<file path="config.mk">
export PLATFORM = sky130hd
export DESIGN_NAME = peer_candidate_table
export DESIGN_NICKNAME = d
export VERILOG_FILES = /design/src/hw/rtl/pct_pkg.sv /design/src/hw/rtl/peer_candidate_table.sv
export SDC_FILE = /design/constraint.sdc
export NUM_CORES = 1
export LEC_CHECK = 0
export BUFFER_PORTS_ARGS = -buffer_cell sky130_fd_sc_hd__buf_2
export CAP_MARGIN = 20
export CORE_ASPECT_RATIO = 1.2
export CORE_MARGIN = 3
export CORE_UTILIZATION = 55
export CTS_CLUSTER_DIAMETER = 120
export DETAILED_ROUTE_END_ITERATION = 8
export PLACE_DENSITY = 0.76
export SYNTH_ARGS = -nofsm -noshare
export SYNTH_HDL_FRONTEND = slang
export SYNTH_SLANG_ARGS = --single-unit
</file>
<file path="constraint.sdc">
create_clock -name i_clk -period 8.1 [get_ports i_clk]
set_input_delay 0.405 -clock i_clk [delete_from_list [all_inputs] [get_ports i_clk]]
set_output_delay 0.405 -clock i_clk [all_outputs]
set_load 0.005 [all_outputs]
</file>
<file path="src/hw/rtl/pct_pkg.sv">
// pct_pkg: shared types and constants for the peer candidate table
// holds the operation codes, the table entry layout and field widths
// no dependencies
`timescale 1ns / 1ps
`default_nettype none

package pct_pkg;

    localparam int ADDR_W     = 48;
    localparam int AKIND_W    = 2;
    localparam int STRENGTH_W = 8;
    localparam int TIME_W     = 32;
    localparam int DKIND_W    = 2;
    localparam int LIMIT_W    = 16;
    localparam int SLOT_W     = 3;
    localparam int COUNT_W    = 4;

    // packed stream widths, rounded up to whole bytes
    localparam int S_DATA_W = 96;
    localparam int M_DATA_W = 120;

    localparam logic [LIMIT_W-1:0] STALE_RESET = 16'd15000;

    typedef enum logic [1:0] {
        OP_RECORD = 2'd0,
        OP_PRUNE  = 2'd1,
        OP_SELECT = 2'd2,
        OP_NONE   = 2'd3
    } t_op;

    typedef struct packed {
        logic [ADDR_W-1:0]            addr;
        logic [AKIND_W-1:0]           akind;
        logic signed [STRENGTH_W-1:0] strength;
        logic [TIME_W-1:0]            seen;
        logic [DKIND_W-1:0]           dkind;
    } t_entry;

endpackage

`default_nettype wire

</file>
<file path="src/hw/rtl/peer_candidate_table.sv">
// peer_candidate_table: table of advertising peers walked by a small sequencer
// holds the entry memory, one shared age subtractor and the scan control
// depends on pct_pkg
//
// Usage: items enter on the s-side stream (i_s_tvalid/o_s_tready); tuser carries
// the operation (record, prune, select, or an unused code that only reports).
// Each item gives exactly one result on the m-side stream. The stale limit is
// written on the cfg channel; the user must do so only while the block is idle,
// which the block itself does not enforce; o_cfg_ready is always high.
// The table sits in a single-port memory, one entry read at a time (read, then
// evaluate through one shared age subtractor and comparators).
// Steps per item: record scans for a matching address, else appends, and on a
// full table makes a second pass to replace the oldest entry; prune and select
// scan every valid entry (none on an empty table); an unused op only reports.
// The block takes one item at a time; o_s_tready is high only when idle,
// which comes back in the same cycle that the result goes valid.
// A finished result sits in the output register: the next item is accepted
// while it waits, and that item's result is held back until the first is taken.
// Reset empties the table, clears the last-known peer and sets the stale limit
// to 15000 ms; no clearing pass is needed.
`timescale 1ns / 1ps
`default_nettype none

module peer_candidate_table #(
    parameter int TABLE_DEPTH = 8
) (
    input  wire                         i_clk,
    input  wire                         i_rst_n,
    // cfg write channel: stale_limit_ms
    input  wire                         i_cfg_valid,
    output logic                        o_cfg_ready,
    input  wire [pct_pkg::LIMIT_W-1:0]  i_cfg_data,
    // input stream
    input  wire                         i_s_tvalid,
    output logic                        o_s_tready,
    // tdata from bit 0: peer_address[47:0], peer_address_kind[49:48],
    // signal_strength[57:50], device_kind[59:58], now_ms[91:60], zero pad
    input  wire [pct_pkg::S_DATA_W-1:0] i_s_tdata,
    // tuser: op[1:0]
    input  wire [1:0]                   i_s_tuser,
    // output stream
    output logic                        o_m_tvalid,
    input  wire                         i_m_tready,
    // tdata from bit 0: slot[2:0], entry_count[6:3], was_update[7], found[8],
    // best_address[56:9], best_address_kind[58:57], best_strength[66:59],
    // best_kind[68:67], last_known_address[116:69], last_known_valid[117], zero pad
    output logic [pct_pkg::M_DATA_W-1:0] o_m_tdata
);
    import pct_pkg::*;

    localparam int IDX_W = (TABLE_DEPTH > 1) ? $clog2(TABLE_DEPTH) : 1;
    localparam int CNT_W = $clog2(TABLE_DEPTH + 1);

    typedef enum logic [2:0] {
        S_IDLE,
        S_READ,
        S_EVAL,
        S_WRITE,
        S_DONE
    } t_state;

    t_state                r_state;
    t_op                   r_op;
    logic [ADDR_W-1:0]     r_addr;
    logic [AKIND_W-1:0]    r_akind;
    logic [STRENGTH_W-1:0] r_strength;
    logic [DKIND_W-1:0]    r_dkind;
    logic [TIME_W-1:0]     r_now;
    logic [LIMIT_W-1:0]    r_stale_limit;
    logic [CNT_W-1:0]      r_count;
    logic [IDX_W-1:0]      r_idx;
    logic [CNT_W-1:0]      r_wr_idx;
    logic [IDX_W-1:0]      r_slot;
    logic                  r_was_update;
    logic                  r_found;
    logic                  r_age_scan;
    logic [TIME_W-1:0]     r_oldest;
    t_entry                r_best;
    logic [ADDR_W-1:0]     r_known_addr;
    logic                  r_known_valid;
    logic                  r_m_valid;
    logic [M_DATA_W-1:0]   r_m_data;

    t_entry                r_mem [TABLE_DEPTH];
    t_entry                r_rd_data;

    logic                  w_wr_en;
    logic [IDX_W-1:0]      w_wr_addr;
    t_entry                w_wr_data;
    logic [TIME_W-1:0]     w_age;
    logic                  w_keep;
    logic                  w_last;
    logic                  w_full;
    logic                  w_stronger;
    logic [IDX_W+2:0]      w_slot_ext;
    logic [CNT_W+3:0]      w_cnt_ext;
    logic [M_DATA_W-1:0]   n_m_data;

    assign o_cfg_ready = 1'b1;
    assign o_s_tready  = (r_state == S_IDLE);
    assign o_m_tvalid  = r_m_valid;
    assign o_m_tdata   = r_m_data;

    // shared age unit: wrapping difference against the entry just read
    assign w_age      = r_now - r_rd_data.seen;
    assign w_keep     = (w_age <= {{(TIME_W-LIMIT_W){1'b0}}, r_stale_limit});
    assign w_last     = ((CNT_W'(r_idx) + CNT_W'(1)) == r_count);
    assign w_full     = (r_count == CNT_W'(TABLE_DEPTH));
    assign w_stronger = ($signed(r_rd_data.strength) > $signed(r_best.strength));

    always_comb begin
        w_wr_en   = 1'b0;
        w_wr_addr = r_slot;
        w_wr_data = r_rd_data;
        if (r_state == S_EVAL && r_op == OP_PRUNE && w_keep) begin
            // compact kept entries toward slot 0
            w_wr_en   = 1'b1;
            w_wr_addr = r_wr_idx[IDX_W-1:0];
        end else if (r_state == S_WRITE) begin
            w_wr_en            = 1'b1;
            w_wr_data.addr     = r_addr;
            w_wr_data.akind    = r_was_update ? r_rd_data.akind : r_akind;
            w_wr_data.strength = r_strength;
            w_wr_data.seen     = r_now;
            w_wr_data.dkind    = r_dkind;
        end
    end

    always_ff @(posedge i_clk) begin
        if (w_wr_en) begin
            r_mem[w_wr_addr] <= w_wr_data;
        end
        if (r_state == S_READ) begin
            r_rd_data <= r_mem[r_idx];
        end
    end

    assign w_slot_ext = {3'b000, r_slot};
    assign w_cnt_ext  = {4'b0000, r_count};

    always_comb begin
        n_m_data         = '0;
        n_m_data[2:0]    = w_slot_ext[SLOT_W-1:0];
        n_m_data[6:3]    = w_cnt_ext[COUNT_W-1:0];
        n_m_data[7]      = r_was_update;
        n_m_data[8]      = r_found;
        if (r_found) begin
            n_m_data[56:9]  = r_best.addr;
            n_m_data[58:57] = r_best.akind;
            n_m_data[66:59] = r_best.strength;
            n_m_data[68:67] = r_best.dkind;
        end
        n_m_data[116:69] = r_known_addr;
        n_m_data[117]    = r_known_valid;
    end

    always_ff @(posedge i_clk) begin
        if (!i_rst_n) begin
            r_state       <= S_IDLE;
            r_op          <= OP_NONE;
            r_stale_limit <= STALE_RESET;
            r_count       <= '0;
            r_idx         <= '0;
            r_wr_idx      <= '0;
            r_slot        <= '0;
            r_was_update  <= 1'b0;
            r_found       <= 1'b0;
            r_age_scan    <= 1'b0;
            r_oldest      <= '0;
            r_known_addr  <= '0;
            r_known_valid <= 1'b0;
            r_m_valid     <= 1'b0;
        end else begin
            if (i_cfg_valid) begin
                r_stale_limit <= i_cfg_data;
            end
            // in S_DONE the output register is reloaded below instead
            if (r_m_valid && i_m_tready && r_state != S_DONE) begin
                r_m_valid <= 1'b0;
            end

            unique case (r_state)
                S_IDLE: begin
                    if (i_s_tvalid) begin
                        r_op         <= t_op'(i_s_tuser);
                        r_addr       <= i_s_tdata[47:0];
                        r_akind      <= i_s_tdata[49:48];
                        r_strength   <= i_s_tdata[57:50];
                        r_dkind      <= i_s_tdata[59:58];
                        r_now        <= i_s_tdata[91:60];
                        r_idx        <= '0;
                        r_wr_idx     <= '0;
                        r_slot       <= '0;
                        r_was_update <= 1'b0;
                        r_found      <= 1'b0;
                        r_age_scan   <= 1'b0;
                        r_oldest     <= '0;
                        unique case (t_op'(i_s_tuser))
                            OP_RECORD: begin
                                if (r_count == '0) begin
                                    r_count <= CNT_W'(1);
                                    r_state <= S_WRITE;
                                end else begin
                                    r_state <= S_READ;
                                end
                            end
                            OP_PRUNE, OP_SELECT: begin
                                r_state <= (r_count == '0) ? S_DONE : S_READ;
                            end
                            default: begin
                                r_state <= S_DONE;
                            end
                        endcase
                    end
                end

                S_READ: begin
                    r_state <= S_EVAL;
                end

                S_EVAL: begin
                    unique case (r_op)
                        OP_RECORD: begin
                            if (!r_age_scan) begin
                                if (r_rd_data.addr == r_addr) begin
                                    r_slot       <= r_idx;
                                    r_was_update <= 1'b1;
                                    r_state      <= S_WRITE;
                                end else if (w_last && !w_full) begin
                                    r_slot  <= r_count[IDX_W-1:0];
                                    r_count <= r_count + CNT_W'(1);
                                    r_state <= S_WRITE;
                                end else if (w_last) begin
                                    // full table: second pass looks for the oldest entry
                                    r_age_scan <= 1'b1;
                                    r_idx      <= '0;
                                    r_state    <= S_READ;
                                end else begin
                                    r_idx   <= r_idx + IDX_W'(1);
                                    r_state <= S_READ;
                                end
                            end else begin
                                if (w_age > r_oldest) begin
                                    r_oldest <= w_age;
                                    r_slot   <= r_idx;
                                end
                                if (r_idx == IDX_W'(TABLE_DEPTH - 1)) begin
                                    r_state <= S_WRITE;
                                end else begin
                                    r_idx   <= r_idx + IDX_W'(1);
                                    r_state <= S_READ;
                                end
                            end
                        end
                        OP_PRUNE: begin
                            if (w_keep) begin
                                r_wr_idx <= r_wr_idx + CNT_W'(1);
                            end
                            if (w_last) begin
                                r_count <= w_keep ? r_wr_idx + CNT_W'(1) : r_wr_idx;
                                r_state <= S_DONE;
                            end else begin
                                r_idx   <= r_idx + IDX_W'(1);
                                r_state <= S_READ;
                            end
                        end
                        OP_SELECT: begin
                            // the strongest entry wins; on a tie the first one stays
                            if (r_idx == '0 || w_stronger) begin
                                r_best <= r_rd_data;
                                r_slot <= r_idx;
                            end
                            r_found <= 1'b1;
                            if (w_last) begin
                                r_state <= S_DONE;
                            end else begin
                                r_idx   <= r_idx + IDX_W'(1);
                                r_state <= S_READ;
                            end
                        end
                        default: begin
                            r_state <= S_DONE;
                        end
                    endcase
                end

                S_WRITE: begin
                    if (!r_was_update) begin
                        r_known_addr  <= r_addr;
                        r_known_valid <= 1'b1;
                    end
                    r_state <= S_DONE;
                end

                S_DONE: begin
                    if (!r_m_valid || i_m_tready) begin
                        r_m_data  <= n_m_data;
                        r_m_valid <= 1'b1;
                        r_state   <= S_IDLE;
                    end
                end

                default: begin
                    r_state <= S_IDLE;
                end
            endcase
        end
    end

endmodule

`default_nettype wire

</file>
==> impl_metrics.tcl, run 1 <==
set metrics [dict create \
    fillers 5859 \
    synthTopCellsByArea "edfxtp_1 67%, mux4_2 8.4%, dfxtp_1 4.9%, nand2_1 2.9%, ha_1 2.5%" \
    crit_fanout 42 \
    coreArea_sq_um 88140 \
    final_area_sq_um 56750 \
    wl_mm 113.6 \
    dieHeight_um 333.5 \
    dp_hpwl_mm 67.27 \
    cts_hold_buf 109 \
    drive_gt1_share_pct 22.97 \
    holdPathStages 3 \
    critPathRequiredTime_ps 8440 \
    place.gp.congestion 0.8697 \
    seqCellArea_sq_um 35390 \
    cts_tree "built" \
    synth-async-reset-ratio_pct 0 \
    worstSetupStartpoint "r_rd_data[2]" \
    relSlewSlack_pct 0.9777 \
    synth_ff_type "edfxtp_1" \
    ir_worst_vdd_mv 0.1934 \
    port_buffers 234 \
    clock_latency_ps 700 \
    timing.rr.start "r_rd_data[2]" \
    tightest_slew_ps 1485 \
    ys_ff_latch 1218 \
    antenna_found_initial 2 \
    hold_path_startpoint "i_s_tuser[0]" \
    min_to "r_op[0]" \
    initial_core_util_pct 55.76 \
    placed_area_sq_um 51780 \
    grt_pass1_vias 28170 \
    netlist_instances 2926 \
    detail-route-antenna-nets 0 \
    first_iter_violations 2605 \
    grt_pass1_wl_mm 172.0 \
    critPathMaxStageDelay_ps 840 \
    r2r-end "r_mem[2][74]" \
    holdCritPathClass "input pin to flip-flop" \
    clock_skew_ps 36.97 \
    cellPowerDensity_nw_per_um2 229.1 \
    die_w_um 278.9 \
    syn_area_per_cell_sq_um 16.80 \
    die_area_sq_um 93010 \
    worstPathCellList "ha_1, fa_1, and2b_4, o2111ai_4, a211oi_1, nor2_1, xnor2_1, ha_1, nand2_1, nor2_1, a211oi_1, o211ai_1, a21oi_1, nor4b_2, nand4b_1, nor4b_4, nand3b_2, o21ai_4, buf_12" \
    final_common_cell "edfxtp_1" \
    yosysUniqueCellTypes 94 \
    yosysTopAreaCellShare_pct 67.08 \
    min_period_over_period_pct 83.10 \
    status "complete, no violations" \
    floorplan.rows 119 \
    firstDrtPassIters 6 \
    setup_viol 0 \
    htree_levels 3 \
    seq_area_frac_synth_pct 71.97 \
    start_kind "flip-flop" \
    cp-end-kind "flip-flop" \
    fin_crit_ps 6731 \
    area_growth_pct 15.45 \
    path_buf_inv 1 \
    timing.max_cap.violations 0 \
    final_cell_mix "1098 x edfxtp_1, 378 x nand2_1, 234 x buf_2, 184 x mux4_2, 119 x clkbuf_16" \
    yosysTopAreaCell "edfxtp_1" \
    track_usage_pct 24.56 \
    cp.arrival_ps 7070 \
    drc 0 \
    path_delay_family "simple AND/OR/NAND/NOR gates" \
    synthesis.area_sq_um 49150 \
    cts_buffer_depth 3 \
    crit_slowest_cell "o21ai_4" \
    clk_pin_slew_ps 70 \
    rsz0062_at_grt "no" \
    cts_made_buffers 112 \
    slew_viol_final 0 \
    multi_input_area_sq_um 12880 \
    grt_overflow 0 \
    synth_edf_count 1098 \
    timing_hold_violations_final 0 \
    clkSinkCount 1218 \
    critPathKind "flip-flop to flip-flop" \
    num_io_pins 242 \
    fmax_mhz 148.6 \
    r2r_cells 19 \
    post_cts_buffers 0 \
    wl_per_cell_um 25.04 \
    vias 27130 \
    cts_resized 0 \
    drt-vias-per-instance 5.981 \
    final_nets 3506 \
    cts_root_buffer "clkbuf_16" \
    hold_ws_ps 79.20 \
    p_leak_nw 19.16 \
    rrSetupSlack_ps 1370 \
    antenna-diode-count 0 \
    grt_max_degree 179 \
    yosys_warnings 0 \
]
[Yosys cell counts, drive strengths merged (4+ instances only)]
library cell  instances
edfxtp             1098
nand2               379
mux4                184
dfxtp               120
inv                 109
ha                   98
mux2                 93
clkbuf               91
o21ai                71
and2                 70
xor2                 61
a21oi                51
a21boi               50
nor2                 49
buf                  47
a22o                 31
nand3                31
nor2b                23
a21o                 21
nand4                21
nor3                 20
o211ai               19
mux2i                18
nor4                 16
xnor2                15
nand2b               12
o21a                 11
a211oi               10
and3                 10
a31oi                 9
o31ai                 8
o2111ai               7
or3                   5
nor3b                 4
o22ai                 4
or2                   4
[cell families after synthesis]
family / count (synthesis) / synth area share [%]
compound gates: 331 / 4.854
xor+xnor: 76 / 1.369
fa+ha+maj: 99 / 2.535
buf+inv: 247 / 2.097
flops: 1218 / 71.97
mux: 295 / 10.93
other cells: 2 / 0.01528
simple gates: 658 / 6.234
[routing by layer]
layer  wire (um)  share of wire (%)  track usage (%)  vias to the layer above
met5           0                  0                0                        -
met4        3590                3.2            8.575                        0
met3        7957                7.0            3.899                      177
met2       58300                 51            42.48                     1221
met1       43730                 39            31.86                    13780
li1            -                  -                -                    11950
[sequential cells by signal, summed over array words and instances, names as in the netlist, 8 cells and up]
name and cells:
r_addr 48, r_known_addr 48, o_m_tdata 118, r_now 32, r_best 60, r_mem 736, r_rd_data 92, r_oldest 32
r_strength 8, r_stale_limit 16
[area by class of cell]
cell class	instances	area share (%)
clock buffer	150	5.612
clock inverter	63	1.195
inverter	109	0.7210
multi-input combinational	1462	22.70
sequential	1218	62.36
tap	1149	2.533
timing repair buffer	385	4.877
[per-stage QoR]
step	TNS (ps)	cells	utilization [%]	worst slack [ps]	total power, W
finish	0	4536	64.38	1369	0.01300
global route	0	4536	64.38	932.9	0.01339
CTS	0	4535	64.37	1421	0.01307
detailed placement	0	4213	58.75	1420	0.007625
global placement	0	4211	58.69	1495	0.007606
floorplan	-324570	2927	-	-474.1	0.007413
[report_power, final]
group	total [W]	internal (W)	switching [W]
Sequential	0.00694	0.00688	0.0000589
Clock	0.00546	0.00316	0.00230
Combinational	0.000598	0.000240	0.000358
[worst register-to-register path, cell delays in order, from the launching register on]
cell and delay [ps]:
edfxtp_1 400, ha_1 230, fa_1 410, and2b_4 290
o2111ai_4 170, a211oi_1 570, nor2_1 120, xnor2_1 360
ha_1 310, nand2_1 80, nor2_1 60, a211oi_1 250
o211ai_1 120, a21oi_1 150, nor4b_2 230, nand4b_1 200
nor4b_4 830, nand3b_2 370, o21ai_4 840, buf_12 390
[worst max path at each step]
stage / to / cells after the start
after global placement: r_mem[2][68] / 19
after CTS: r_mem[2][73] / 19
final: r_mem[2][74] / 19
after detailed placement: r_mem[2][69] / 19
after global routing: r_mem[2][71] / 19
after floorplan: r_mem[4][0] / 19
(Power assumes the default switching activity.)
==> run 2, diff against run 1 <==
--- a/config.mk
+++ b/config.mk
@@ -5,14 +5,15 @@
 export SDC_FILE = /design/constraint.sdc
 export NUM_CORES = 1
 export LEC_CHECK = 0
+export ABC_AREA = 1
 export BUFFER_PORTS_ARGS = -buffer_cell sky130_fd_sc_hd__buf_2
 export CAP_MARGIN = 20
 export CORE_ASPECT_RATIO = 1.2
 export CORE_MARGIN = 3
-export CORE_UTILIZATION = 55
+export CORE_UTILIZATION = 60
 export CTS_CLUSTER_DIAMETER = 120
 export DETAILED_ROUTE_END_ITERATION = 8
-export PLACE_DENSITY = 0.76
+export PLACE_DENSITY = 0.78
 export SYNTH_ARGS = -nofsm -noshare
 export SYNTH_HDL_FRONTEND = slang
 export SYNTH_SLANG_ARGS = --single-unit
==> constraint.sdc (replaced) <==
create_clock -name i_clk -period 6.7 [get_ports i_clk]
set_input_delay 0.335 -clock i_clk [delete_from_list [all_inputs] [get_ports i_clk]]
set_output_delay 0.335 -clock i_clk [all_outputs]
set_load 0.005 [all_outputs]
==> run 2 against run 1 <==
Worst setup slack worse by 370 ps. Synthesized cell count up 50%. Highest routed layer unchanged. Critical endpoint is now r_mem[0][79]. Clock power up 16%. Flip-flop and latch count unchanged. First-iteration DRC count up 33%. Die area down 5.9%. Synthesized area up 2.5%. Count of clock-buffer cells in the layout down 3. Critical path depth up 8. Total power up 28%.
==> impl_metrics.tcl, run 2 <==
set metrics [dict create \
    synthTopCellsByArea "edfxtp_1 65%, nor2_1 6.4%, o21ai_0 5.0%, dfxtp_1 4.8%, nand2_1 4.3%" \
    hold_ws_ps 42.46 \
    cts_root_buffer "clkbuf_16" \
    start_kind "flip-flop" \
    yosysTopAreaCell "edfxtp_1" \
    die_area_sq_um 87490 \
    critPathRequiredTime_ps 7090 \
    seq_area_frac_synth_pct 70.21 \
    port_buffers 234 \
    stdcell_count 5893 \
    slew_viol_final 0 \
    cts_resized 0 \
    yosys_warnings 0 \
    final_nets 4905 \
    crit_slowest_cell "nor2_4" \
    fmax_mhz 175.6 \
    top_register "r_mem" \
    synth_edf_count 1098 \
    fin_crit_ps 5696 \
    relSlewSlack_pct 19.41 \
    holdCritPathClass "input pin to flip-flop" \
    wl_per_cell_um 20.36 \
    clock_skew_ps 37.85 \
    ir_worst_vdd_mv 0.2357 \
    synth_common_cells "1098 x edfxtp_1, 863 x nor2_1, 576 x nand2_1, 501 x o21ai_0, 291 x inv_1" \
    dp_cells 5569 \
    yosysUniqueCellTypes 52 \
    synth-async-reset-ratio_pct 0 \
    cpMostUsedCell "nand2_1" \
    synth_ff_type "edfxtp_1" \
    largest_reg_flops 736 \
    htree_levels 3 \
    crit_fanout 18 \
    netlist_instances 4393 \
    antenna_found_initial 1 \
    timing.max_cap.violations 0 \
    status "complete, no violations" \
    yosysTopAreaCellShare_pct 65.45 \
    num_io_pins 242 \
    syn_area_per_cell_sq_um 11.47 \
    rsz0062_at_grt "no" \
    detail-route-antenna-nets 0 \
    drt-vias-per-instance 5.830 \
    ys_ff_latch 1218 \
    placed_area_sq_um 52760 \
    final_area_sq_um 57640 \
    area_growth_pct 14.42 \
    die_w_um 270.5 \
    drc 0 \
    vias 34360 \
    cts_tree "built" \
    cp.arrival_ps 6080 \
    min_period_over_period_pct 85.02 \
    finish.utilization_pct 69.79 \
    setup_slack_ps 1004 \
    cts_buffer_depth 3 \
    coreArea_sq_um 82590 \
    tightest_slew_ps 1196 \
    drive_gt1_share_pct 11.11 \
    cellPowerDensity_nw_per_um2 287.9 \
    place.gp.congestion 0.9110 \
    cp-end-kind "flip-flop" \
    clkSinkCount 1218 \
    grt_overflow 0 \
    grt_max_degree 189 \
    firstDrtPassIters 6 \
    final_cell_mix "1098 x edfxtp_1, 848 x nor2_1, 576 x nand2_1, 501 x o21ai_0, 288 x inv_1" \
    final_common_cell "edfxtp_1" \
    grt_pass1_wl_mm 183.5 \
    dieHeight_um 323.4 \
    yosysMostFrequentCell "edfxtp_1" \
    clock_latency_ps 710 \
    cts_made_buffers 109 \
    critPathMaxStageDelay_ps 830 \
    track_usage_pct 26.92 \
    dp_hpwl_mm 68.09 \
    path_delay_family "simple AND/OR/NAND/NOR gates" \
    dp_slack_ps 957.6 \
    p_leak_nw 21.49 \
    floorplan.rows 115 \
    timing_hold_violations_final 0 \
    first_iter_violations 3474 \
    path_buf_inv 4 \
    synthesis.area_sq_um 50380 \
    setup_viol 0 \
    wl_mm 120.0 \
    initial_core_util_pct 61.00 \
    grt_pass1_vias 33190 \
    clk_pin_slew_ps 60 \
    critPathKind "flip-flop to flip-flop" \
]
## run 2: report_power, final
part	switching, W	total [W]	internal, W
Clock	0.00276	0.00636	0.00360
Sequential	0.000110	0.00853	0.00842
Combinational	0.00113	0.00170	0.000571
Total	0.00400	0.0166	0.0126
## run 2: logic make-up after synthesis
logic type	Yosys count	share of synthesized area, %
buf+inv	518	3.974
simple gates	1635	12.98
flops	1218	70.21
other cells	2	0.01491
xor+xnor	64	1.113
fa+ha+maj	99	2.474
compound gates	857	9.234
## run 2: worst reg2reg max path, stage by stage, from the launching register on
cell	delay, ps
edfxtp_1	400
ha_1	240
fa_1	420
inv_1	90
nand3_1	80
nand3_2	110
nand2_1	60
nand2_1	120
nand2_1	70
nand2b_1	100
xor2_1	280
ha_1	180
nand2_1	60
inv_1	70
nand3_1	60
nor3_1	170
and3_1	370
inv_1	70
nand2_1	90
nand2_1	60
nor3_1	120
nand3_1	100
nor3_2	290
nand4_1	210
nand2_1	110
nand2_1	240
nor2_4	830
buf_4	390
## run 2: timing repair
action,in CTS,in global routing
buffers inserted,0,0
hold buffers,113,0
hold endpoints to repair,112,0
endpoints found under the setup margin,0,0
## run 2: worst paths after layout
| path | slack, ps | depth (start not counted) | startpoint | endpoint |
|---|---|---|---|---|
| hold reg to reg | 420 | 0 | r_known_addr[11] | o_m_tdata[80] |
| setup reg to reg | 1000 | 27 | r_rd_data[2] | r_mem[0][79] |
| hold / removal | 40 | 2 | i_cfg_valid | r_stale_limit[9] |
| setup / recovery | 1000 | 27 | r_rd_data[2] | r_mem[0][79] |
## run 2: through the flow
step | total power [W] | setup TNS (ps)
3_3_place_gp | 0.01025 | 0
3_5_place_dp | 0.01030 | 0
2_1_floorplan | 0.009825 | -663880
5_1_grt | 0.01717 | 0
6_report | 0.01659 | 0
4_1_cts | 0.01662 | 0
## run 2: layout make-up
cell class              instances  area [sq um]
fillers                      5554         24950
multi-input cells            2658         13120
clock buffers                 147          3014
clock inverters                58         669.4
repair buffers                397          2913
flip-flops and latches       1218         35380
inverters                     303          1152
well taps                    1111          1390
diodes                          1         2.502
## run 2: routing by layer
| layer | GRT usage, % | share of wire [%] |
|---|---|---|
| met1 | 37.27 | 40 |
| met2 | 44.11 | 48 |
| met3 | 3.858 | 8.7 |
| met4 | 10.01 | 3.0 |
| met5 | 0 | 0 |
